$ cat src/sv/sprite_frame_sequencer_assert.svh
// Assertion macros shared by the sprite frame sequencer RTL.
`ifndef SPRITE_FRAME_SEQUENCER_ASSERT_SVH
`define SPRITE_FRAME_SEQUENCER_ASSERT_SVH

`ifndef ASSERT_OFF
// Check an implication property on every clock edge outside reset.
`define SFS_ASSERT(label, clk, rst_n, prop) \
    label: assert property (@(posedge clk) disable iff (!(rst_n)) prop) \
        else $error("sprite_frame_sequencer: assertion failed");
// Check that a condition never holds outside reset.
`define SFS_ASSERT_NEVER(label, clk, rst_n, cond) \
    label: assert property (@(posedge clk) disable iff (!(rst_n)) !(cond)) \
        else $error("sprite_frame_sequencer: forbidden condition seen");
`else
`define SFS_ASSERT(label, clk, rst_n, prop)
`define SFS_ASSERT_NEVER(label, clk, rst_n, cond)
`endif

`endif

$ cat src/sv/sfs_pkg.sv
// Types and constants of the sprite frame sequencer.
`default_nettype none

package sfs_pkg;

    // Default position width
    localparam int SFS_FRAME_BITS = 10;

    // Field widths
    localparam int RATE_W  = 16;
    localparam int DT_W    = 16;
    localparam int FIELD_W = 10;
    localparam int PROD_W  = RATE_W + DT_W;
    localparam int CD_W    = 34;
    localparam int CFG_IDX_W  = 3;
    localparam int CFG_DATA_W = 16;

    // Countdown constants, signed Q10.24
    localparam logic signed [CD_W-1:0] ONE_FRAME = 34'sd16777216;
    localparam logic signed [CD_W-1:0] CD_MIN    = {1'b1, {(CD_W-1){1'b0}}};

    // Item modes
    localparam logic MODE_TICK  = 1'b0;
    localparam logic MODE_START = 1'b1;

    // Configuration register indexes
    typedef enum logic [CFG_IDX_W-1:0] {
        REG_FRAME_RATE     = 3'd0,
        REG_FIRST_FRAME    = 3'd1,
        REG_LAST_FRAME     = 3'd2,
        REG_LOOP_ENABLE    = 3'd3,
        REG_REBOUND_ENABLE = 3'd4,
        REG_SHEET_COLUMNS  = 3'd5
    } sfs_reg_t;

    // Input word
    typedef struct packed {
        logic            mode;
        logic [DT_W-1:0] delta_time;
        logic            start_reversed;
    } sfs_in_t;

    // Result word
    typedef struct packed {
        logic [FIELD_W-1:0] frame_index;
        logic [FIELD_W-1:0] sheet_row;
        logic [FIELD_W-1:0] sheet_col;
        logic               finished;
        logic               backward;
    } sfs_out_t;

    // Handshake between sequencer and divider
    typedef struct packed {
        logic busy;
        logic done;
    } sfs_div_status_t;

endpackage

`default_nettype wire

$ cat src/sv/sfs_divider.sv
// Iterative restoring divider: one quotient bit per cycle.
`default_nettype none

module sfs_divider
    import sfs_pkg::*;
#(
    parameter int FRAME_BITS = SFS_FRAME_BITS
) (
    input  wire logic                  aclk,
    input  wire logic                  aresetn,
    input  wire logic                  start,
    input  wire logic [FRAME_BITS-1:0] dividend,
    input  wire logic [FIELD_W-1:0]    divisor,
    output sfs_div_status_t            status,
    output logic [FRAME_BITS-1:0]      quotient,
    output logic [FIELD_W-1:0]         remainder
);

    localparam int CNT_W = $clog2(FRAME_BITS + 1);

    logic [CNT_W-1:0]      cnt_reg, cnt_next;
    logic                  busy_reg, busy_next;
    logic                  done_reg, done_next;
    logic [FRAME_BITS-1:0] quo_reg, quo_next;
    logic [FIELD_W-1:0]    rem_reg, rem_next;
    logic [FIELD_W-1:0]    divisor_reg, divisor_next;

    logic [FIELD_W:0]   shifted;
    logic [FIELD_W+1:0] trial;

    // Shift in the next dividend bit and try the subtraction
    assign shifted = {rem_reg, quo_reg[FRAME_BITS-1]};
    assign trial   = {1'b0, shifted} - {2'b00, divisor_reg};

    always_comb begin
        cnt_next     = cnt_reg;
        busy_next    = busy_reg;
        done_next    = 1'b0;
        quo_next     = quo_reg;
        rem_next     = rem_reg;
        divisor_next = divisor_reg;
        if (start) begin
            // Load operands; zero columns count as one
            quo_next     = dividend;
            rem_next     = '0;
            divisor_next = (divisor == '0) ? FIELD_W'(1) : divisor;
            cnt_next     = CNT_W'(FRAME_BITS);
            busy_next    = 1'b1;
        end else if (busy_reg) begin
            // Keep the difference unless it borrowed
            if (!trial[FIELD_W+1]) begin
                rem_next = trial[FIELD_W-1:0];
                quo_next = {quo_reg[FRAME_BITS-2:0], 1'b1};
            end else begin
                rem_next = shifted[FIELD_W-1:0];
                quo_next = {quo_reg[FRAME_BITS-2:0], 1'b0};
            end
            cnt_next = cnt_reg - CNT_W'(1);
            if (cnt_reg == CNT_W'(1)) begin
                busy_next = 1'b0;
                done_next = 1'b1;
            end
        end
    end

    always_ff @(posedge aclk) begin
        if (!aresetn) begin
            busy_reg <= 1'b0;
            done_reg <= 1'b0;
            cnt_reg  <= '0;
        end else begin
            busy_reg <= busy_next;
            done_reg <= done_next;
            cnt_reg  <= cnt_next;
        end
        quo_reg     <= quo_next;
        rem_reg     <= rem_next;
        divisor_reg <= divisor_next;
    end

    assign status    = '{busy: busy_reg, done: done_reg};
    assign quotient  = quo_reg;
    assign remainder = rem_reg;

endmodule

`default_nettype wire

$ cat src/sv/sprite_frame_sequencer.sv
// Sprite frame sequencer top level: sequencer, countdown and result register.
//
// Usage:
//   cfg_*  writes one register per word (index, data); cfg_ready is always
//          high. Write only while the block is idle.
//   s_*    input words: a start word (mode 1) restarts the animation, a
//          tick word (mode 0) carries elapsed time in Q0.16 seconds.
//   m_*    one result word per input word: frame index, sheet row and
//          column, finished and backward flags.
// Flow: the input word passes the MUL, CALC, STEP, DIV and DONE states in
//   order, and the result is registered. s_ready is high only while the
//   sequencer is idle, so a new word is taken only once the last one is
//   through. The row/column divider retires one quotient bit per cycle
//   while the sequencer waits in ST_DIV.
// Stalls: a finished result waits in the output register; the next input
//   word is still taken and worked on, then held until that register frees.
// Reset: config registers return to defaults (sheet_columns 1, others 0); the
//   animation is idle and reports finished until a start word arrives.
`default_nettype none

module sprite_frame_sequencer
    import sfs_pkg::*;
#(
    parameter int FRAME_BITS = SFS_FRAME_BITS
) (
    input  wire logic                  aclk,
    input  wire logic                  aresetn,
    input  wire logic                  cfg_valid,
    output logic                       cfg_ready,
    input  wire logic [CFG_IDX_W-1:0]  cfg_index,
    input  wire logic [CFG_DATA_W-1:0] cfg_data,
    input  wire logic                  s_valid,
    output logic                       s_ready,
    input  wire sfs_in_t               s_data,
    output logic                       m_valid,
    input  wire logic                  m_ready,
    output sfs_out_t                   m_data
);

`include "sprite_frame_sequencer_assert.svh"

    // Wide enough for positions, register values and a sign
    localparam int EW = ((FRAME_BITS > FIELD_W) ? FRAME_BITS : FIELD_W) + 2;

    typedef enum logic [5:0] {
        ST_IDLE = 6'b000001,
        ST_MUL  = 6'b000010,
        ST_CALC = 6'b000100,
        ST_STEP = 6'b001000,
        ST_DIV  = 6'b010000,
        ST_DONE = 6'b100000
    } state_t;

    state_t state_reg, state_next;

    // Configuration registers
    logic [RATE_W-1:0]  frame_rate_reg;
    logic [FIELD_W-1:0] first_frame_reg;
    logic [FIELD_W-1:0] last_frame_reg;
    logic               loop_enable_reg;
    logic               rebound_enable_reg;
    logic [FIELD_W-1:0] sheet_columns_reg;

    // Animation state
    logic signed [CD_W-1:0] cd_reg, cd_next;
    logic [FRAME_BITS-1:0]  pos_reg, pos_next;
    logic                   back_reg, back_next;
    logic                   fin_reg, fin_next;
    logic                   step_reg, step_next;

    // Work registers
    sfs_in_t             in_reg;
    logic [PROD_W-1:0]   product_reg;
    logic                m_valid_reg;
    sfs_out_t            m_data_reg;

    // Divider hookup
    logic                  div_start;
    logic [FRAME_BITS-1:0] div_dividend;
    sfs_div_status_t       div_status;
    logic [FRAME_BITS-1:0] div_quotient;
    logic [FIELD_W-1:0]    div_remainder;

    // Countdown arithmetic
    logic signed [CD_W:0]   cd_diff;
    logic signed [CD_W-1:0] cd_sat;
    logic                   cd_expired;

    // Frame step arithmetic
    logic signed [EW-1:0] pos_s, first_s, last_s, pos_dec, pos_inc, adv_e;
    logic [EW-1:0]        start_e;
    logic [FRAME_BITS-1:0] adv_pos, start_pos;
    logic                 adv_back, adv_fin;
    logic [EW-1:0]        index_e, row_e;

    logic s_fire;

    assign cfg_ready = 1'b1;
    assign s_ready   = (state_reg == ST_IDLE);
    assign s_fire    = s_valid && s_ready;
    assign m_valid   = m_valid_reg;
    assign m_data    = m_data_reg;

    // Take configuration writes; ignore unknown indexes
    always_ff @(posedge aclk) begin
        if (!aresetn) begin
            frame_rate_reg     <= '0;
            first_frame_reg    <= '0;
            last_frame_reg     <= '0;
            loop_enable_reg    <= 1'b0;
            rebound_enable_reg <= 1'b0;
            sheet_columns_reg  <= FIELD_W'(1);
        end else if (cfg_valid && cfg_ready) begin
            unique case (cfg_index)
                REG_FRAME_RATE:     frame_rate_reg     <= cfg_data[RATE_W-1:0];
                REG_FIRST_FRAME:    first_frame_reg    <= cfg_data[FIELD_W-1:0];
                REG_LAST_FRAME:     last_frame_reg     <= cfg_data[FIELD_W-1:0];
                REG_LOOP_ENABLE:    loop_enable_reg    <= cfg_data[0];
                REG_REBOUND_ENABLE: rebound_enable_reg <= cfg_data[0];
                REG_SHEET_COLUMNS:  sheet_columns_reg  <= cfg_data[FIELD_W-1:0];
                default: ;
            endcase
        end
    end

    // Subtract elapsed frames, saturate at the floor, detect an expired frame
    assign cd_diff    = {cd_reg[CD_W-1], cd_reg} - $signed({1'b0, 2'b00, product_reg});
    assign cd_sat     = (cd_diff[CD_W] && !cd_diff[CD_W-1]) ? CD_MIN : cd_diff[CD_W-1:0];
    assign cd_expired = cd_sat[CD_W-1] || (cd_sat == '0);

    // Step one frame and handle the ends of the animation
    assign pos_s   = $signed(EW'(pos_reg));
    assign first_s = $signed(EW'(first_frame_reg));
    assign last_s  = $signed(EW'(last_frame_reg));
    assign pos_dec = pos_s - EW'(1);
    assign pos_inc = pos_s + EW'(1);

    always_comb begin
        adv_e    = pos_dec;
        adv_back = back_reg;
        adv_fin  = fin_reg;
        if (back_reg) begin
            adv_e = pos_dec;
            if (pos_dec < first_s) begin
                if (loop_enable_reg && rebound_enable_reg) begin
                    adv_back = 1'b0;
                    adv_e    = first_s + EW'(1);
                end else if (loop_enable_reg) begin
                    adv_e = last_s;
                end else begin
                    adv_fin = 1'b1;
                    adv_e   = first_s;
                end
            end
        end else begin
            adv_e = pos_inc;
            if (pos_inc > last_s) begin
                if (rebound_enable_reg) begin
                    adv_back = 1'b1;
                    adv_e    = last_s - EW'(1);
                end else if (loop_enable_reg) begin
                    adv_e = first_s;
                end else begin
                    adv_fin = 1'b1;
                    adv_e   = last_s;
                end
            end
        end
    end

    assign adv_pos   = adv_e[FRAME_BITS-1:0];
    assign start_e   = EW'(in_reg.start_reversed ? last_frame_reg : first_frame_reg);
    assign start_pos = start_e[FRAME_BITS-1:0];

    // Launch the row/column split on the position left after the step
    assign div_start    = (state_reg == ST_STEP);
    assign div_dividend = step_reg ? adv_pos : pos_reg;

    sfs_divider #(
        .FRAME_BITS (FRAME_BITS)
    ) u_div (
        .aclk      (aclk),
        .aresetn   (aresetn),
        .start     (div_start),
        .dividend  (div_dividend),
        .divisor   (sheet_columns_reg),
        .status    (div_status),
        .quotient  (div_quotient),
        .remainder (div_remainder)
    );

    assign index_e = EW'(pos_reg);
    assign row_e   = EW'(div_quotient);

    // Sequencer
    always_comb begin
        state_next = state_reg;
        cd_next    = cd_reg;
        pos_next   = pos_reg;
        back_next  = back_reg;
        fin_next   = fin_reg;
        step_next  = step_reg;
        unique case (state_reg)
            ST_IDLE: begin
                if (s_fire) state_next = ST_MUL;
            end
            ST_MUL: begin
                state_next = ST_CALC;
            end
            ST_CALC: begin
                step_next = 1'b0;
                if (in_reg.mode == MODE_START) begin
                    back_next = in_reg.start_reversed;
                    pos_next  = start_pos;
                    cd_next   = ONE_FRAME;
                    fin_next  = 1'b0;
                end else if (!fin_reg) begin
                    cd_next   = cd_expired ? (cd_sat + ONE_FRAME) : cd_sat;
                    step_next = cd_expired;
                end
                state_next = ST_STEP;
            end
            ST_STEP: begin
                if (step_reg) begin
                    pos_next  = adv_pos;
                    back_next = adv_back;
                    fin_next  = adv_fin;
                end
                state_next = ST_DIV;
            end
            ST_DIV: begin
                if (div_status.done) state_next = ST_DONE;
            end
            ST_DONE: begin
                if (!m_valid_reg || m_ready) state_next = ST_IDLE;
            end
            default: state_next = ST_IDLE;
        endcase
    end

    always_ff @(posedge aclk) begin
        if (!aresetn) begin
            state_reg   <= ST_IDLE;
            cd_reg      <= '0;
            pos_reg     <= '0;
            back_reg    <= 1'b0;
            fin_reg     <= 1'b1;
            step_reg    <= 1'b0;
            m_valid_reg <= 1'b0;
        end else begin
            state_reg <= state_next;
            cd_reg    <= cd_next;
            pos_reg   <= pos_next;
            back_reg  <= back_next;
            fin_reg   <= fin_next;
            step_reg  <= step_next;
            // Hold the result until taken; load the next when free
            if (state_reg == ST_DONE && (!m_valid_reg || m_ready)) begin
                m_valid_reg <= 1'b1;
            end else if (m_ready) begin
                m_valid_reg <= 1'b0;
            end
        end
    end

    // Capture the input word, the rate product and the result word
    always_ff @(posedge aclk) begin
        if (s_fire) in_reg <= s_data;
        if (state_reg == ST_MUL) begin
            product_reg <= frame_rate_reg * in_reg.delta_time;
        end
        if (state_reg == ST_DONE && (!m_valid_reg || m_ready)) begin
            m_data_reg.frame_index <= index_e[FIELD_W-1:0];
            m_data_reg.sheet_row   <= row_e[FIELD_W-1:0];
            m_data_reg.sheet_col   <= div_remainder;
            m_data_reg.finished    <= fin_reg;
            m_data_reg.backward    <= back_reg;
        end
    end

    `SFS_ASSERT(a_accept_starts_work, aclk, aresetn, s_fire |=> (state_reg == ST_MUL))
    `SFS_ASSERT_NEVER(a_div_done_out_of_place, aclk, aresetn,
        div_status.done && (state_reg != ST_DIV))
    `SFS_ASSERT(a_result_loaded, aclk, aresetn,
        ((state_reg == ST_DONE) && (!m_valid_reg || m_ready)) |=> m_valid_reg)
    `SFS_ASSERT(a_no_step_holds_pos, aclk, aresetn,
        ((state_reg == ST_STEP) && !step_reg) |=> $stable(pos_reg))
    `SFS_ASSERT_NEVER(a_div_idle_in_div, aclk, aresetn,
        (state_reg == ST_DIV) && !div_status.busy && !div_status.done)

endmodule

`default_nettype wire

$ cat config.mk
export PLATFORM = sky130hd
export DESIGN_NAME = sprite_frame_sequencer
export DESIGN_NICKNAME = d
export VERILOG_FILES = /design/src/sv/sfs_pkg.sv /design/src/sv/sfs_divider.sv /design/src/sv/sprite_frame_sequencer.sv
export VERILOG_INCLUDE_DIRS = /design/src /design/src/sv
export SDC_FILE = /design/constraint.sdc
export NUM_CORES = 1
export LEC_CHECK = 0
export BUFFER_PORTS_ARGS = -buffer_cell sky130_fd_sc_hd__buf_2
export CELL_PAD_IN_SITES_DETAIL_PLACEMENT = 0
export CELL_PAD_IN_SITES_GLOBAL_PLACEMENT = 1
export CORE_UTILIZATION = 45
export DETAILED_ROUTE_END_ITERATION = 10
export GPL_ROUTABILITY_DRIVEN = 0
export PLACE_DENSITY = 0.78
export SLEW_MARGIN = 30
export SYNTH_ARGS = -nofsm -noshare
export SYNTH_HDL_FRONTEND = slang
export SYNTH_SLANG_ARGS = --single-unit
$ cat constraint.sdc
create_clock -name aclk -period 10.6 [get_ports aclk]
set_input_delay 1.59 -clock aclk [delete_from_list [all_inputs] [get_ports aclk]]
set_output_delay 1.59 -clock aclk [all_outputs]
set_load 0.01 [all_outputs]
### After elaboration in Yosys (flattened, before gate mapping)

Cells that the tools add are included.

| operators by class | value |
|---|---|
| $mul | 1 |
| equal/unequal tests | 22 |
| add/sub/neg operators | 8 |
| $lt $le $gt $ge | 2 |
| bitwise gates (word level) | 2 |
| muxes and demuxes | 50 |
| reductions and logical operators | 27 |

Operators by type and width:

| operator | number |
|---|---|
| 34-bit two-way mux | 4 |
| 10-bit two-way mux | 13 |
| 6-bit case mux with 6 select lines | 1 |
| 34-bit by 33-bit subtractor with 35-bit output | 1 |
| 34-bit by 26-bit adder with 34-bit output, second input constant | 1 |
| 34-bit zero test | 1 |
| 16-bit by 16-bit multiplier with 32-bit output | 1 |
| 1-bit two-way mux | 24 |
| 10-bit case mux with 2 select lines | 1 |
| 6-bit two-way mux | 3 |
| 2-bit AND reduction | 8 |
| 11-bit by 10-bit subtractor with 12-bit output | 1 |
| 10-bit by 1-bit adder with 11-bit output, second input constant | 1 |
| 11-bit by 10-bit > comparator with 1-bit output | 1 |
| 11-bit < comparator | 1 |
| 10-bit by 1-bit subtractor with 11-bit output, second input constant | 1 |
| 10-bit by 1-bit adder with 10-bit output, second input constant | 1 |
| 10-bit zero test | 1 |
| 10-bit by 1-bit subtractor with 10-bit output, second input constant | 1 |
| 4-bit two-way mux | 2 |
| 2-bit by 1-bit inequality test with 1-bit output, second input constant | 4 |
| 7-bit AND reduction | 1 |
| 3-bit by 2-bit == test with 1-bit output, second input constant | 2 |
| 3-bit == test, second input constant | 2 |
| other kinds (22) | 35 |

| storage, ports and cells | value |
|---|---|
| output and inout port bits | 35 |
| flip-flop bits (word level) | 220 |
| word-level logic and storage cells | 141 |

### Depth between registers and ports, before layout

Gate-level depths: netlist of run 1.

| depth | value |
|---|---|
| word-level depth | 9 |
| depth in mapped cells | 25 |

### Hierarchy

Synthesis of run 1 repeated with hierarchy kept, for this count alone.

| second synthesis, totals | value |
|---|---|
| cell total of the unflattened synthesis | 2435 |
| area, all modules | 21409.3 um^2 |

Modules (own cells, without submodules):

| module | sequential area each (um^2) | instances | cells an instance | area an instance (um^2) |
|---|---|---|---|---|
| sprite_frame_sequencer | 4504.3 | 1 | 2255 | 19473.7 |
| sfs_divider | 920.9 | 1 | 180 | 1935.6 |

### Least setup slack after synthesis of run 1

Ideal clock, no wire load.

| timing | value |
|---|---|
| path type | register to register |
| start | register in_reg[7] in the netlist's numbering |
| end | register product_reg[30] (data pin) |
| stages on the path, launching flop included | 23 |
| arrival | 5.984 ns |
| setup time | 0.263 ns |
| slack | 4.354 ns |
| period minus slack after synthesis | 6.246 ns |
| required time | 10.337 ns |
| path through | edfxtp_1 clkbuf_1 and2_1 fa_1 inv_1 fa_1 inv_1 ha_1 ha_1 fa_1 inv_1 fa_1 inv_1 ha_1 a2111oi_0 o21ai_0 a311oi_1 o41ai_1 a41o_1 o21ba_2 a41o_1 o41ai_2 xnor2_1 |

| on the way | value |
|---|---|
| word-level cells in the longest chain between the ends | 1 |

Ends and longest elaborated chain:

| element | RTL line | RTL |
|---|---|---|
| from (decl) | sprite_frame_sequencer.sv:72 | `sfs_in_t in_reg;` |
| from (signal assigned) | sprite_frame_sequencer.sv:268 | `if (s_fire) in_reg <= s_data;` |
| 16-bit by 16-bit multiplier with 32-bit output | sprite_frame_sequencer.sv:270 | `product_reg <= frame_rate_reg * in_reg.delta_time;` |
| to (signal assigned) | sprite_frame_sequencer.sv:270 |  |
| to (decl) | sprite_frame_sequencer.sv:73 | `logic [PROD_W-1:0] product_reg;` |

Every way passes these cells.
A chain may end at the register's enable or synchronous reset.

### Final worst setup path of run 1

Same ends and word-level chain as after synthesis.

==> summary.md, run 1 <==
| Metric | Value |
|---|---|
| DRC Markers | 6 |
| Critical path peak fanout | 16 |
| Failing checks | design-rule violations |
| Later-pin clock latency in the skew report | 0.56 ns |
| Antenna diode count | 0 |
| Number of synthesized register bits | 220 |
| Status | complete, but fails checks |
| Mapped Avg Cell Area | 8.89 um^2 |
| Reg-to-reg slack, setup | 3.64 ns |
| Tightest Pin Transition | 1.01 ns |
| Core Rows | 79 |
| Die Wd | 221 um |
| Fmax | 0.144 GHz |
| First-pass GRT wire length | 87,100 um |
| Max Cap Viol | 0 |
| Post-DP HPWL | between 40,000 and 50,000 um |
| Vias in the first global route | about 16,000 |
| Hold Buf Count CTS | 0 |
| Syn nets | 2,833 |
| Area grow syn2layout | 6.92% |
| Hold Violations, Final | 0 |
| Initial drt markers | 1,243 |
| Tmin final | around 7 ns |
| Synthesis Warnings | 0 |
| Longest Clk Path Bufs | 3 |
| Critical Path Source Type | flip-flop |
| Clk pin slew, worst setup/hold paths | 0.06 ns |
| Num CTS Buffers | 25 |
| Sequential power share | 0.451 |
| Fraction of registers with async set/reset | 0 |
| DRT Wirelength | 54,400 um |
| Multi-input gate area | 14,300 um^2 |
| CTS H-tree depth | 1 |
| Setup TNS | 0 ns |
| CP Class | reg2reg |
| Gr usage total | 0.225 |
| Die area | 48,700 um^2 |
| # resized after CTS | 0 |
| Clk sinks | 220 |
| Sequential element share of the synthesized area | 0.252 |
| Avg WL per Cell | ~18 um |
| Peak VDD IR | roughly 0.11 mV |
| Commonest non-fill, non-tap cell in the layout | nand2_1 |
| Internal power | between 0.0015 and 0.002 W |
| Sequential standard cell area | 5430 um^2 |
| Combinational share of power | 0.153 |
| P per Cell Area | 95.1 nW/um^2 |
| Root Buffer | clkbuf_16 |
| Average via count per standard cell | about 5.5 |
| Initial antenna violation count | 1 |
| Setup bufs post-CTS | 0 |
| Crit path DAT | between 7 and 8 ns |
| Vias | 16,700 |
| Final period util | 0.657 |
| ANT nets after route | 0 |
| # nets final | 2,816 |
| Slew margin rel. | 0.322 |
| Fillcell total | 4,515 |
| Worst endpoint required time | 10.90 ns |
| Initial Utilization | 0.460 |
| EDFF count, synth | 102 |
| Sw frac | 0.284 |
| CTS tree | yes |
| Grt ovf | 0 |
| Crit. End Element | flip-flop |
| Die Y | 221 um |
| Max reg flops | 34 |
| Commonest non-fill, non-tap cells in the layout | nand2_1 (342), inv_1 (327), fa_1 (196) |
| Switching power total | 0.000622 W |
| Clock network power share | 0.396 |
| Endpoints failing setup | 0 |
| Hold WC Path Type | reg2reg |
| Leak | 10.3 nW |
| First drt pass iteration count | 8 |
| Area of placed instances | 22,200 um^2 |
| Share of cells above drive strength 1 | 0.0693 |
| RSZ-0062 raised after global routing | no |
| Top_reg_cell synth | dfxtp_1 |
| Largest net degree at the start of global routing | approximately 80 |
| Cell count after synthesis | 2,422 |
| Synth Cell Area | 21,500 um^2 |
| Worst Skew | approximately 0.012 ns |
| Boundary Pins | 77 |
| Synth cell types | 92 |
| Slew Limit Fails | 0 |
| IO Port Bufs | 75 |
| Final non-filler cell area | 23,000 um^2 |
| Core area | 46,900 um^2 |
| Final core utilization | 0.492 |
## stage by stage
stage	total power (W)	instances	hold slack, ns	setup WS, ns
2_1_floorplan	0.00123	2422	0.406	4.35
3_3_place_gp	0.00133	2985	0.434	3.83
3_5_place_dp	0.00134	2985	0.436	3.72
4_1_cts	0.00221	3031	0.450	3.72
5_1_grt	0.00229	3031	0.459	3.16
6_report	0.00219	3031	0.451	3.64
## synth_stat cells, types with 17 or more instances
library cell,instances,area [um^2]
o21ai_0,75,375
xor2_1,22,193
a21o_1,26,195
edfxtp_1,102,3060
clkbuf_1,103,387
inv_1,329,1230
and3_1,19,119
and2_1,134,838
a21oi_1,98,490
dfxtp_1,118,2360
nor3_1,35,175
nand3_1,48,240
o21a_1,27,203
fa_1,196,3920
mux2i_1,27,270
o211ai_1,21,158
nor2b_1,38,238
a21boi_0,59,443
nand4_1,17,106
ha_1,173,2160
xnor2_1,66,578
nand2b_1,17,106
nor2_1,71,267
nand2_1,342,1280
## final timing paths
check	from	end	cells after the start
worst min-delay path	u_div.quotient[5]	m_data[17]	0
worst max register to register	in_reg[7]	product_reg[30]	21
worst max-delay path	in_reg[7]	product_reg[30]	21
worst min register to register	u_div.quotient[5]	m_data[17]	0
## critical path: stages (launching register included)
cell       delay, ns
edfxtp_1        0.57
and2_1          0.26
fa_1            0.54
inv_1           0.06
fa_1            0.54
inv_1           0.05
ha_1            0.21
fa_1            0.49
fa_1            0.50
inv_1           0.06
fa_1            0.54
inv_1           0.04
ha_1            0.34
a2111oi_0       0.42
o21ai_0         0.20
a311oi_1        0.52
o41ai_1         0.20
a41o_1          0.30
o21ba_2         0.23
a41o_1          0.27
o41ai_2         0.27
xnor2_1         0.11
## cell type report
| class | count | area share |
|---|---|---|
| multi-input combinational | 1744 | 0.623 |
| sequential | 220 | 0.236 |
| inverter | 329 | 0.0536 |
| tap | 607 | 0.0330 |
| clock buffer | 32 | 0.0297 |
| timing repair buffer | 85 | 0.0196 |
| clock inverter | 14 | 0.00603 |
## kinds of logic after synthesis
kind of cell	synth area share
AOI/OAI and AO/OA	0.150
xor gates and xnor gates	0.0358
adders and majority gates	0.283
buffers and inverters	0.0836
DFF	0.252
muxes	0.0146
other	0.000174
and+or+nand+nor	0.182
## power by group through the flow
| stage | Clock, W | Combinational, W | Sequential, W |
|---|---|---|---|
| 6_report | 0.000869 | 0.000335 | 0.000987 |
| 5_1_grt | 0.000923 | 0.000380 | 0.000992 |
| 4_1_cts | 0.000891 | 0.000335 | 0.000986 |
| 3_5_place_dp | 0 | 0.000332 | 0.00100 |
| 3_3_place_gp | 0 | 0.000328 | 0.00100 |
| 2_1_floorplan | 0 | 0.000273 | 0.000958 |
## layer usage
| layer | vias up | wire [um] | track usage |
|---|---|---|---|
| met5 | - | 15 | 0 |
| met4 | 2 | 1110 | 0.0484 |
| met3 | 71 | 3270 | 0.0264 |
| met2 | 493 | 23300 | 0.337 |
| met1 | 8052 | 26800 | 0.346 |
| li1 | 8051 | - | - |
No activity file was read; power rests on OpenSTA's default activity.
==> run 2, diff against run 1 <==
clock period = 6.67 ns   (was 10.6 ns; I/O delays follow)
==> run 2 against run 1 <==
Against the previous run: critical path depth is 1 higher; setup slack worse by 3.5 ns; count of clock-buffer cells in the layout is 7 higher; critical endpoint unchanged; largest cell class unchanged; the run still ends with design-rule violations left; utilization is 0.65 points higher; die area stayed put; via count is 0.75% higher; register-to-register slack worse by 3.5 ns; clock power is 68% higher; non-clock buffer count is 31 higher.
==> summary.md, run 2 (synthesis results as in run 1) <==
| Metric | Value |
|---|---|
| Status | complete, but fails checks |
| Failing checks | design-rule violations |
| Crit. End Element | flip-flop |
| R2r startpoint | in_reg[5] |
| Area of placed instances | around 22,000 um^2 |
| CP Class | reg2reg |
| IO Port Bufs | 75 |
| Initial antenna violation count | 2 |
| Reg-to-reg slack, setup | 0.19 ns |
| Min-delay src | u_div.quotient[1] |
| Multi-input gate area | ~14,000 um^2 |
| Hold EP | m_data[13] |
| Slew margin rel. | 0.368 |
| Initial Utilization | 0.460 |
| WHS | 0.457 ns |
| Core Rows | 79 |
| ANT nets after route | 0 |
| Initial drt markers | 1,413 |
| Peak VDD IR | 0.180 mV |
| Fillcell total | 4,500 |
| Longest Clk Path Bufs | 3 |
| Core area | approximately 47,000 um^2 |
| Max reg flops | 34 |
| First drt pass iteration count | 9 |
| Worst-path cell with the longest stage delay | fa_1 |
| Leak | 10.5 nW |
| Endpoints failing setup | 0 |
| Vias | roughly 17,000 |
| First-pass GRT wire length | 87,400 um |
| Tmin final | around 6.5 ns |
| Boundary Pins | 77 |
| Share of cells above drive strength 1 | 0.0838 |
| Vias in the first global route | 16,400 |
| Critical path peak fanout | 10 |
| Num CTS Buffers | 27 |
| Worst Skew | 0.0134 ns |
| # nets final | 2,849 |
| Hold WC Path Type | reg2reg |
| Largest stage delay, worst path | 0.54 ns |
| Area grow syn2layout | 8.33% |
| Cell mode on critical path | fa_1 |
| Hold Buf Count CTS | 0 |
| Tightest Pin Transition | 0.948 ns |
| DRC Markers | 12 |
| Avg WL per Cell | 17.7 um |
| Clk sinks | 220 |
| Die area | between 40,000 and 50,000 um^2 |
| Commonest non-fill, non-tap cell in the layout | nand2_1 |
| Slew Limit Fails | 0 |
| Max Cap Viol | 0 |
| Later-pin clock latency in the skew report | 0.57 ns |
| Largest net degree at the start of global routing | between 90 and 100 |
| Die Y | approximately 220 um |
| Average via count per standard cell | 5.48 |
| Die Wd | 221 um |
| Clk pin slew, worst setup/hold paths | 0.07 ns |
| Worst endpoint required time | 6.97 ns |
| Critical Path Source Type | flip-flop |
| R2r endpoint | product_reg[30] |
| Hold Violations, Final | 0 |
| Crit-path cells | buf_4 > and2_1 > fa_1 > inv_1 > fa_1 > fa_1 > inv_1 > fa_1 > fa_1 > inv_1 > fa_1 > inv_1 > ha_1 > a21oi_1 > o22ai_1 > nor2_1 > o41ai_1 > a41o_1 > o21ba_2 > a41o_1 > o41ai_2 > xnor2_1 |
| Hold Path Depth | 0 |
| Root Buffer | clkbuf_16 |
| Crit path DAT | 6.79 ns |
| Total power | 0.00357 W |
| CTS tree | yes |
| DRT Wirelength | about 54,000 um |
| Final period util | 0.972 |
| Grt ovf | 0 |
| FF-to-FF path depth | 22 |
| P per Cell Area | 153 nW/um^2 |
| Post-DP HPWL | about 43,000 um |
| Fmax | 0.154 GHz |
| Commonest non-fill, non-tap cells in the layout | nand2_1 (342), inv_1 (328), fa_1 (196) |
| RSZ-0062 raised after global routing | yes |
| Final non-filler cell area | 23,300 um^2 |
| Gr usage total | 0.225 |
| Sequential standard cell area | 5430 um^2 |
| CTS H-tree depth | 1 |
==> run 2: changes by cell type in the layout (fill, tap and decap cells not counted), sizes merged <==
cell and delta:
clkbuf +7, buf +31, inv -1, diode +1, bufinv -1, clkinvlp -1
==> run 2: per-layer routing <==
layer | GRT usage | up-vias | part of all wire
li1 | - | 8122 | -
met1 | 0.339 | 8079 | 0.49
met2 | 0.340 | 519 | 0.43
met3 | 0.0337 | 70 | 0.065
met4 | 0.0441 | 4 | 0.019
met5 | 0 | - | 0.00053
==> run 2: how the worst max path moves through the flow <==
| stage | cells past startpoint | slack, ns | start | end |
|---|---|---|---|---|
| floorplan | 22 | 0.42 | in_reg[7] | product_reg[30] |
| global route | 20 | -0.04 | in_reg[5] | product_reg[30] |
| detailed placement | 22 | 0.09 | in_reg[7] | product_reg[30] |
| global placement | 22 | 0.25 | in_reg[7] | product_reg[30] |
| finish | 22 | 0.19 | in_reg[5] | product_reg[30] |
| CTS | 22 | 0.05 | in_reg[7] | product_reg[30] |
==> run 2: cell type report <==
type	instances	area share
repair buffers	116	0.0293
well taps	607	0.0326
multi-input cells	1744	0.615
flip-flops and latches	220	0.233
clock buffers	39	0.0331
inverters	329	0.0529
clock inverters	11	0.00467
diodes	1	0.000107
==> run 2: power breakdown <==
group / internal [W] / total [W] / switching (W)
clock: 0.000849 / 0.00146 / 0.000612
sequential: 0.00147 / 0.00153 / 0.0000675
combinational: 0.000229 / 0.000569 / 0.000340
total: 0.00255 / 0.00357 / 0.00102
==> run 2: timing repair <==
| action | CTS | global route |
|---|---|---|
| buffers inserted | 0 | 0 |
| endpoints found under the setup margin | 0 | 6 |
| resized for setup | 0 | 3 |
==> run 2: per-stage QoR <==
stage	utilization	worst slack [ns]	std cells	setup TNS, ns
after detailed placement	0.479	0.0942	3016	0
after global routing	0.498	-0.0436	3066	-0.100
after global placement	0.479	0.251	3016	0
after CTS	0.498	0.0509	3066	0
after floorplan	-	0.424	2422	0
final	0.498	0.185	3067	0
==> run 2: worst max-delay path, delay by kind of cell (launching register included) <==
kind	cells	cell delay, ns
xor gates and xnor gates	1	0.09
buffers and inverters	5	0.42
and+or+nand+nor	2	0.30
adders and majority gates	7	3.46
DFF	1	0.47
AOI/OAI and AO/OA	7	1.46
